<file path="src/design/lst_pkg.sv">
// Shared types, constants and letter decoding for the letter set table.
`default_nettype none
package lst_pkg;

    localparam int unsigned LETTERS = 26;
    localparam int unsigned KEY_W   = $clog2(LETTERS);
    localparam int unsigned CNT_W   = $clog2(LETTERS + 1);

    localparam logic [7:0] LOWER_A = 8'd97;
    localparam logic [7:0] LOWER_Z = 8'd122;
    localparam logic [7:0] UPPER_A = 8'd65;
    localparam logic [7:0] UPPER_Z = 8'd90;

    localparam logic [1:0] OP_ADD      = 2'd0;
    localparam logic [1:0] OP_REMOVE   = 2'd1;
    localparam logic [1:0] OP_CONTAINS = 2'd2;
    localparam logic [1:0] OP_GET      = 2'd3;

    typedef struct packed {
        logic [1:0] op;
        logic [7:0] letter;
        logic [4:0] position;
    } t_req;

    typedef struct packed {
        logic       found;
        logic [7:0] member;
        logic [4:0] count;
    } t_res;

    typedef struct packed {
        logic lower;
        logic present;
    } t_slot;

    typedef struct packed {
        logic             en;
        logic             set;
        logic             lower;
        logic [KEY_W-1:0] key;
        logic             inc;
        logic             dec;
    } t_wr;

    typedef struct packed {
        logic             ok;
        logic             lower;
        logic [KEY_W-1:0] key;
    } t_key;

    function automatic t_key letter_key(input logic [7:0] ch);
        t_key k;
        k = '0;
        if (ch >= LOWER_A && ch <= LOWER_Z) begin
            k.ok    = 1'b1;
            k.lower = 1'b1;
            k.key   = KEY_W'(ch - LOWER_A);
        end else if (ch >= UPPER_A && ch <= UPPER_Z) begin
            k.ok  = 1'b1;
            k.key = KEY_W'(ch - UPPER_A);
        end
        return k;
    endfunction

endpackage
`default_nettype wire

</file>
<file path="src/design/lst_store.sv">
// Slot flags and member count with one read port and one write port.
`default_nettype none
module lst_store (
    input  wire                       i_clk,
    input  wire                       i_rst_n,
    input  wire lst_pkg::t_wr         i_wr,
    input  wire [lst_pkg::KEY_W-1:0]  i_rd_idx,
    output lst_pkg::t_slot            o_slot,
    output logic [lst_pkg::CNT_W-1:0] o_count
);
    import lst_pkg::*;

    t_slot            r_slots [LETTERS];
    logic [CNT_W-1:0] r_count;

    always_ff @(posedge i_clk) begin
        if (!i_rst_n) begin
            for (int i = 0; i < LETTERS; i++) begin
                r_slots[i] <= '0;
            end
            r_count <= '0;
        end else if (i_wr.en) begin
            r_slots[i_wr.key] <= i_wr.set ? t_slot'{lower: i_wr.lower, present: 1'b1} : '0;
            r_count <= CNT_W'(r_count + CNT_W'(i_wr.inc) - CNT_W'(i_wr.dec));
        end
    end

    assign o_slot  = (i_rd_idx < KEY_W'(LETTERS)) ? r_slots[i_rd_idx] : '0;
    assign o_count = r_count;

endmodule
`default_nettype wire

</file>
<file path="src/design/lst_seq.sv">
// Request sequencer: executes set operations and scans the slots for an indexed read.
`default_nettype none
module lst_seq (
    input  wire                       i_clk,
    input  wire                       i_rst_n,
    input  wire                       i_start,
    input  wire lst_pkg::t_req        i_req,
    input  wire lst_pkg::t_slot       i_slot,
    input  wire [lst_pkg::CNT_W-1:0]  i_count,
    output logic [lst_pkg::KEY_W-1:0] o_rd_idx,
    output lst_pkg::t_wr              o_wr,
    output logic                      o_done,
    output lst_pkg::t_res             o_res,
    output logic                      o_busy
);
    import lst_pkg::*;

    typedef enum logic [2:0] {
        S_IDLE = 3'b001,
        S_EXEC = 3'b010,
        S_SCAN = 3'b100
    } t_state;

    t_state           r_state, n_state;
    t_req             r_req, n_req;
    logic [KEY_W-1:0] r_idx, n_idx;
    logic [CNT_W-1:0] r_seen, n_seen;
    t_key             key;

    assign key    = letter_key(r_req.letter);
    assign o_busy = (r_state != S_IDLE);

    always_comb begin
        n_state  = r_state;
        n_req    = r_req;
        n_idx    = r_idx;
        n_seen   = r_seen;
        o_rd_idx = key.key;
        o_wr     = '0;
        o_done   = 1'b0;
        o_res    = '0;
        o_res.count = i_count;
        unique case (r_state)
            S_IDLE: begin
                if (i_start) begin
                    n_req   = i_req;
                    n_state = S_EXEC;
                end
            end
            S_EXEC: begin
                unique case (r_req.op)
                    OP_ADD: begin
                        o_done   = 1'b1;
                        o_wr.en  = key.ok;
                        o_wr.set = 1'b1;
                        o_wr.lower = key.lower;
                        o_wr.key = key.key;
                        o_wr.inc = key.ok && !i_slot.present;
                        o_res.count = CNT_W'(i_count + CNT_W'(o_wr.inc));
                        n_state  = S_IDLE;
                    end
                    OP_REMOVE: begin
                        o_done   = 1'b1;
                        o_wr.en  = key.ok && i_slot.present;
                        o_wr.key = key.key;
                        o_wr.dec = o_wr.en && (i_count != '0);
                        o_res.count = CNT_W'(i_count - CNT_W'(o_wr.dec));
                        n_state  = S_IDLE;
                    end
                    OP_CONTAINS: begin
                        o_done      = 1'b1;
                        o_res.found = key.ok && i_slot.present;
                        n_state     = S_IDLE;
                    end
                    default: begin
                        if (CNT_W'(r_req.position) < i_count) begin
                            n_idx   = '0;
                            n_seen  = '0;
                            n_state = S_SCAN;
                        end else begin
                            o_done  = 1'b1;
                            n_state = S_IDLE;
                        end
                    end
                endcase
            end
            S_SCAN: begin
                o_rd_idx = r_idx;
                n_idx    = KEY_W'(r_idx + 1'b1);
                if (i_slot.present && r_seen == CNT_W'(r_req.position)) begin
                    o_done       = 1'b1;
                    o_res.found  = 1'b1;
                    o_res.member = (i_slot.lower ? LOWER_A : UPPER_A) + 8'(r_idx);
                    n_state      = S_IDLE;
                end else begin
                    if (i_slot.present) begin
                        n_seen = CNT_W'(r_seen + 1'b1);
                    end
                    // Past the last slot without a hit only if the count was inconsistent.
                    if (r_idx == KEY_W'(LETTERS - 1)) begin
                        o_done  = 1'b1;
                        n_state = S_IDLE;
                    end
                end
            end
            default: begin
                n_state = S_IDLE;
            end
        endcase
    end

    always_ff @(posedge i_clk) begin
        if (!i_rst_n) begin
            r_state <= S_IDLE;
        end else begin
            r_state <= n_state;
        end
    end

    always_ff @(posedge i_clk) begin
        r_req  <= n_req;
        r_idx  <= n_idx;
        r_seen <= n_seen;
    end

`ifndef SYNTHESIS
    a_scan_idx_range: assert property (@(posedge i_clk) disable iff (!i_rst_n)
        (r_state == S_SCAN) |-> (r_idx < KEY_W'(LETTERS)))
        else $error("scan index ran past the last slot");
    a_scan_is_get: assert property (@(posedge i_clk) disable iff (!i_rst_n)
        (r_state == S_SCAN) |-> (r_req.op == OP_GET))
        else $error("slot scan running for a request other than get element");
    a_done_leaves: assert property (@(posedge i_clk) disable iff (!i_rst_n)
        o_done |=> (r_state == S_IDLE))
        else $error("sequencer did not return to idle after a result");
`endif

endmodule
`default_nettype wire

</file>
<file path="src/design/letter_set_table.sv">
// Top level of the letter set table: storage, sequencer and result register.
//
//  channel  | handshake           | payload
//  ---------+---------------------+----------------------------------
//  request  | start, busy         | i_req  (op, letter, position)
//  result   | o_strobe            | o_res  (found, member, count)
//
// Add, remove, contains and a get element that misses finish in the execute
// state; the result strobe is registered from the sequencer's done flag.
// A get element that hits slot k scans slots 0 to k, one slot per cycle,
// through the single slot read port; busy holds off new requests meanwhile.
// Reset is synchronous and empties every slot and clears the count.
// The receiver cannot stall: each result is shown for exactly one cycle.
`default_nettype none
module letter_set_table (
    input  wire                i_clk,
    input  wire                i_rst_n,
    input  wire                start,
    output logic               busy,
    input  wire lst_pkg::t_req i_req,
    output logic               o_strobe,
    output lst_pkg::t_res      o_res
);
    import lst_pkg::*;

    t_wr              wr;
    t_slot            slot;
    logic [KEY_W-1:0] rd_idx;
    logic [CNT_W-1:0] count;
    logic             done;
    t_res             res;
    logic             r_strobe;
    t_res             r_res;

    lst_store u_store (
        .i_clk    (i_clk),
        .i_rst_n  (i_rst_n),
        .i_wr     (wr),
        .i_rd_idx (rd_idx),
        .o_slot   (slot),
        .o_count  (count)
    );

    lst_seq u_seq (
        .i_clk    (i_clk),
        .i_rst_n  (i_rst_n),
        .i_start  (start),
        .i_req    (i_req),
        .i_slot   (slot),
        .i_count  (count),
        .o_rd_idx (rd_idx),
        .o_wr     (wr),
        .o_done   (done),
        .o_res    (res),
        .o_busy   (busy)
    );

    always_ff @(posedge i_clk) begin
        if (!i_rst_n) begin
            r_strobe <= 1'b0;
        end else begin
            r_strobe <= done;
        end
    end

    always_ff @(posedge i_clk) begin
        if (done) begin
            r_res <= res;
        end
    end

    assign o_strobe = r_strobe;
    assign o_res    = r_res;

`ifndef SYNTHESIS
    a_strobe_single: assert property (@(posedge i_clk) disable iff (!i_rst_n)
        o_strobe |=> !o_strobe)
        else $error("result strobe held for more than one cycle");
    a_count_range: assert property (@(posedge i_clk) disable iff (!i_rst_n)
        o_strobe |-> (o_res.count <= CNT_W'(LETTERS)))
        else $error("member count above the number of letters");
    a_miss_zero: assert property (@(posedge i_clk) disable iff (!i_rst_n)
        (o_strobe && !o_res.found) |-> (o_res.member == 8'd0))
        else $error("member byte set on a result without a hit");
    a_strobe_idle: assert property (@(posedge i_clk) disable iff (!i_rst_n)
        o_strobe |-> !busy)
        else $error("result delivered while a transaction is still running");
`endif

endmodule
`default_nettype wire

</file>
<file path="config.mk">
export PLATFORM = sky130hd
export DESIGN_NAME = letter_set_table
export DESIGN_NICKNAME = d
export VERILOG_FILES = /design/src/design/lst_pkg.sv /design/src/design/lst_store.sv /design/src/design/lst_seq.sv /design/src/design/letter_set_table.sv
export SDC_FILE = /design/constraint.sdc
export NUM_CORES = 1
export LEC_CHECK = 0
export BUFFER_PORTS_ARGS = -buffer_cell sky130_fd_sc_hd__buf_2
export CAP_MARGIN = 20
export CORE_MARGIN = 10
export CORE_UTILIZATION = 30
export CTS_CLUSTER_SIZE = 25
export DETAILED_ROUTE_END_ITERATION = 8
export MAX_ROUTING_LAYER = met4
export PLACE_DENSITY = 0.5
export SLEW_MARGIN = 0
export SYNTH_ARGS = -nofsm -noshare
export SYNTH_HDL_FRONTEND = slang
export SYNTH_HIERARCHICAL = 1
export SYNTH_SLANG_ARGS = --single-unit
</file>
<file path="constraint.sdc">
create_clock -name i_clk -period 9.1 [get_ports i_clk]
set_clock_uncertainty 0.2 [all_clocks]
set_input_delay 0.455 -clock i_clk [delete_from_list [all_inputs] [get_ports i_clk]]
set_output_delay 0.455 -clock i_clk [all_outputs]
set_load 0.005 [all_outputs]
</file>
== Yosys cells after proc, flatten, opt, wreduce, memory -nomap -nowiden ==
Memories as Yosys holds them, arrays and structs flattened.
Cells that the tools add are included.
Storage, ports and cells
  register bits: 48
  latch bits: 0
  RAM bits: 52
  ROM bits: 0
  output and inout port bits: 16
  logic and storage cells: 103
  memories: 1
Cells by class
  $add $sub $neg: 9
  multipliers: 0
  div/mod/pow operators: 0
  order comparisons: 6
  eq/ne operators: 14
  shifts and indexed selects: 0
  mux-type cells: 44
  bitwise logic cells: 0
  reduce and logical (&&, ||, !) cells: 18
Memories
  u_store.r_slots: depth 26, width 2, read ports 1, clocked after Yosys merged registers in 0, wr ports 26, line lst_store.sv:13  | t_slot r_slots [LETTERS];
Operators by type and width (count)
  two-way mux 5 bit: 10
  one-hot mux 5 bit (2 select lines): 3
  greater-or-equal comparator 8 x 7 -> 1 bit, second input constant: 2
  <= comparator 8 x 7 -> 1 bit, second input constant: 2
  two-way mux 1 bit: 15
  two-way mux 3 bit: 5
  adder 5 x 1 -> 5 bit: 2
  adder 5 x 1 -> 5 bit, second input constant: 2
  two-way mux 10 bit: 1
  subtractor 5 x 1 -> 5 bit: 2
  subtractor 5 x 1 -> 5 bit, second input constant: 2
  two-way mux 9 bit: 1
  one-hot mux 3 bit (3 select lines): 1
  adder 8 x 5 -> 8 bit: 1
  two-way mux 2 bit: 4
  logical AND 1 bit: 6
  two-way mux 6 bit: 1
  != test 2 bit, second input constant: 3
  != test 3 x 1 -> 1 bit, second input constant: 2
  one-hot mux 1 bit (2 select lines): 3
  AND reduction 2 bit: 3
  equality test 5 bit: 1
  equality test 5 bit, second input constant: 1
  less-than comparator 5 bit: 1
  15 further kinds: 17

== Logic depth before layout (Yosys ltp) ==
  depth in word-level cells: 16
  mapped depth: 24
  mapped depth without buffers: 23

== Modules after synthesis ==
The synthesis kept the hierarchy.
Modules (own cells, without submodules)
  lst_store: instances 1, cells an instance 275, area an instance 2951.6 um^2
  lst_seq: instances 1, cells an instance 196, area an instance 1900.6 um^2
  letter_set_table: instances 1, cells an instance 16, area an instance 446.7 um^2

== Least setup slack after synthesis ==
Ideal clock, no wire load.
  kind: reg-to-reg
  from: reg u_seq/r_req[5] (netlist name)
  to: reg r_res (netlist bit o_res[4]) (data pin)
  setup time: 261 ps
  arrival: 4638 ps
  data required time: 8639 ps
  slack: 4002 ps
  cell stages (with the launch flop): 24
  clock period less this slack: 5098 ps
  cells stage by stage: edfxtp_1 -> inv_1 -> ha_1 -> nand2_1 -> a211oi_1 -> o21ai_2 -> o31ai_1 -> buf_6 -> mux4_2 -> nor2b_1 -> nor4_1 -> a31oi_1 -> o21ai_1 -> nor2_1 -> a21oi_1 -> nor2_1 -> ha_1 -> inv_1 -> fa_1 -> a21o_1 -> a21oi_1 -> nor2b_1 -> a221oi_1 -> a221o_1
RTL lines
  from (decl): line lst_seq.sv:25  | t_req r_req, n_req;
  from (signal assigned): line lst_seq.sv:121  | r_req <= n_req;
  to (signal assigned): line letter_set_table.sv:68  | r_res <= res;
  to (decl): line letter_set_table.sv:33  | t_res r_res;

==> flow_summary.ini <==
[status]
status = finished, final reports clean

[critical_path]
rr_endpoint = o_res[4]$_DFFE_PP_
critPathArrivalTime_ns = 5.96
r2r_slack_ns = 3.04
reg2reg_depth = 23
setup.worst_path.class = flop to flop
path_max_fanout = 16
required_ns = 9.00
reg2reg_from = u_seq/r_req[5]$_DFFE_PP_
startpoint_type = flop
critPathCaptureType = flop

[logic_synthesis]
async_flop_share_pct = 0
ys.flop_type = edfxtp_1
ys_types = 58
synth-seq-cells = 100
syn_area_mm2 = 0.005299
seq_area_frac_synth_pct = 54.97
synth-edff-count = 91
synth_fp_nets = 526
syn_area_per_cell_um2 = 10.88
yosys_warnings = 6
synth_cells = 487

[floorplan]
io_pins = 34
core-area_mm2 = 0.01730
fp.dieW_um = 152.9
dieArea_mm2 = 0.02338
rows = 48
chipHeight_um = 152.9
start_util_pct = 30.64

[drt]
drtAntennaViolNets = 0
vias = 3732
wl_mm = 12.69
drc = 0
firstDrtPassIters = 4
wl_per_cell_um = 17.10
routed_via_density = 5.030
dr.first_iter.drc_count = 248

[clocking]
post_cts_buffers = 0
numCtsBuffers = 9
cts_root_buffer = clkbuf_16
cts_tree = yes
clock-sinks = 100
worstSkewPairLatency_ns = 0.35
ctsHoldBuffers = 0
cts_buffer_depth = 2
ctsResizeCount = 0
path_clk_slew_ns = 0.07
h-tree-depth = 3

[final_layout]
fin_cells = 742
nFillCells = 1764
final_common_cell = edfxtp_1
fin_nets = 551
diodes = 0
regArea_mm2 = 0.002913
multi_input_area_mm2 = 0.002220
layout_common_cells = 91 x edfxtp_1, 88 x nor2_1, 35 x nand2_1, 33 x buf_2, 24 x o21ai_0
syn2layout_area_growth_pct = 12.51
final_util_pct = 34.47
post_route_cells_drive_above_1_share_pct = 12.38

[run]
maxCapViolCount = 0

[timing]
worst_pin_slew_ns = 0.7007
layout_min_cycle_time_ns = 6.059
rsz0062_at_grt = false
period_share_pct = 66.58
setup_tns_ns = 0
final-hold-violation-count = 0
maxSlewHeadroom_pct = 53.29
fmax_mhz = 165.1
finalSetupViolations = 0
report.final.slew_viol_count = 0
hold_ws_ns = 0.07790

[power]
clkPwrFrac_pct = 36.3
switching_share_pct = 24.03
powerDensity_mw_per_mm2 = 162.6
p_switching_w = 0.0002330
p_leak_nw = 2.004
pwr-share-comb_pct = 9.5
irDropWorstVdd_mv = 0.08353
power_w = 0.0009696
internal-power_w = 0.0007366
seqPwrFrac_pct = 54.2

[min_path]
hold_depth = 1
hp-start = i_req[14]
hp-class = primary input to flop
hold_end = u_seq/r_req[14]$_DFFE_PP_

[grt]
grt_pass1_vias = 3766
overflow = 0
antenna_found_initial = 0
grt_busiest_layer = met2
grt_pass1_wl_mm = 20.20
met1_usage_pct = 13.48
grt_max_degree = 39
grtUsageMet3_pct = 2.666
track_usage_pct = 11.11
grtUsageMet2_pct = 17.87

[place]
hpwl_mm = 9.231
port_buffers = 33
routabilityCongestion = 0.8404
dp_cells = 724
-- final cells by class --
cell class	count	share of cell area (%)
clock buffer	9	3.778
clock inverter	7	0.6925
multi-input combinational	344	37.23
tap	225	4.722
sequential	100	48.86
inverter	19	1.196
timing repair buffer	38	3.526
-- flip-flops by register name, summed over array words and instances, names as in the netlist --
signal,cells
u_store/r_slots,52
u_seq/r_req,15
o_res,14
u_seq/r_idx,5
u_seq/r_seen,5
u_store/o_count,5
u_seq/r_state,3
o_strobe,1
-- cell usage after synthesis (all sizes together) (2+ instances only) --
master | instances | area share, %
a2111oi | 3 | 0.50
a211oi | 4 | 0.57
a21o | 4 | 0.57
a21oi | 14 | 1.4
a311oi | 2 | 0.33
a31oi | 5 | 0.59
and2 | 8 | 0.94
and3 | 2 | 0.24
buf | 7 | 1.0
clkbuf | 17 | 1.2
dfxtp | 9 | 3.4
edfxtp | 91 | 52
fa | 2 | 0.76
ha | 19 | 4.5
inv | 19 | 1.3
mux2i | 13 | 2.5
mux4 | 4 | 1.7
nand2 | 35 | 2.5
nand2b | 3 | 0.35
nand3 | 9 | 0.85
nand3b | 5 | 0.71
nand4 | 2 | 0.24
nor2 | 88 | 6.2
nor2b | 15 | 1.8
nor3 | 6 | 0.66
nor3b | 4 | 0.57
nor4 | 5 | 0.59
nor4bb | 2 | 0.38
o211ai | 5 | 0.71
o21a | 3 | 0.42
o21ai | 35 | 3.4
o31ai | 7 | 0.99
or3 | 3 | 0.35
or3b | 3 | 0.50
xnor2 | 7 | 1.2
xor2 | 12 | 2.0
-- power by group through the flow --
stage               clock network [W]  registers, W  logic [W]
finish                       0.000352      0.000525  0.0000925
global route                 0.000380      0.000527   0.000103
CTS                          0.000362      0.000525  0.0000920
global placement                    0      0.000535  0.0000894
detailed placement                  0      0.000535  0.0000916
floorplan                           0      0.000531  0.0000672
-- per-stage QoR --
| stage | setup slack (ns) | area, um^2 |
|---|---|---|
| 6_report | 3.041 | 5962 |
| 5_1_grt | 2.529 | 5962 |
| 3_3_place_gp | 2.946 | 5673 |
| 4_1_cts | 2.774 | 5939 |
| 2_1_floorplan | 4.002 | 5299 |
| 3_5_place_dp | 2.786 | 5673 |
-- critical path, stage by stage, from the launching register on --
cell and delay [ns]:
edfxtp_1 0.48, inv_1 0.12, ha_1 0.17, nand2_1 0.06, a211oi_1 0.46, o21ai_2 0.25, o31ai_4 0.55, buf_8 0.24
nor2b_1 0.06, a2111oi_0 0.42, nor4_1 0.10, a31oi_1 0.18, o21ai_1 0.26, nor2_1 0.28, a21oi_1 0.06, nor2_1 0.14
ha_1 0.16, inv_1 0.06, fa_1 0.39, a21o_1 0.19, a21oi_1 0.30, nor2b_1 0.21, a221oi_1 0.11, a221o_1 0.36
-- layer usage --
layer  wire length [um]  vias to the layer above  share of wire (%)
li1                   -                     1812                  -
met1               5781                     1833                 46
met2               6229                       75                 49
met3                529                       12                4.2
met4                148                        0                1.2
met5                  0                        -                  0
-- cell families (layout without fill, tap and decap cells) --
group | Yosys count | after routing | share of synthesized area [%]
fa+ha+maj | 21 | 21 | 5.242
buf+inv | 43 | 73 | 3.589
mux | 18 | 18 | 4.368
simple gates | 195 | 195 | 17.59
xor+xnor | 19 | 19 | 3.141
flops | 100 | 100 | 54.97
compound gates | 91 | 91 | 11.10
-- how the worst max path moves through the flow --
stage	slack (ns)	cells past startpoint	startpoint	to
after floorplan	4.00	23	u_seq/r_req[5]$_DFFE_PP_	o_res[4]$_DFFE_PP_
after global placement	2.95	19	u_seq/r_req[5]$_DFFE_PP_	o_res[4]$_DFFE_PP_
after detailed placement	2.79	22	u_seq/r_req[5]$_DFFE_PP_	o_res[4]$_DFFE_PP_
after CTS	2.77	22	u_seq/r_req[5]$_DFFE_PP_	o_res[4]$_DFFE_PP_
after global routing	2.53	20	u_seq/r_req[5]$_DFFE_PP_	o_res[4]$_DFFE_PP_
final	3.04	23	u_seq/r_req[5]$_DFFE_PP_	o_res[4]$_DFFE_PP_
Note: power is estimated with default switching activity, not from simulation.
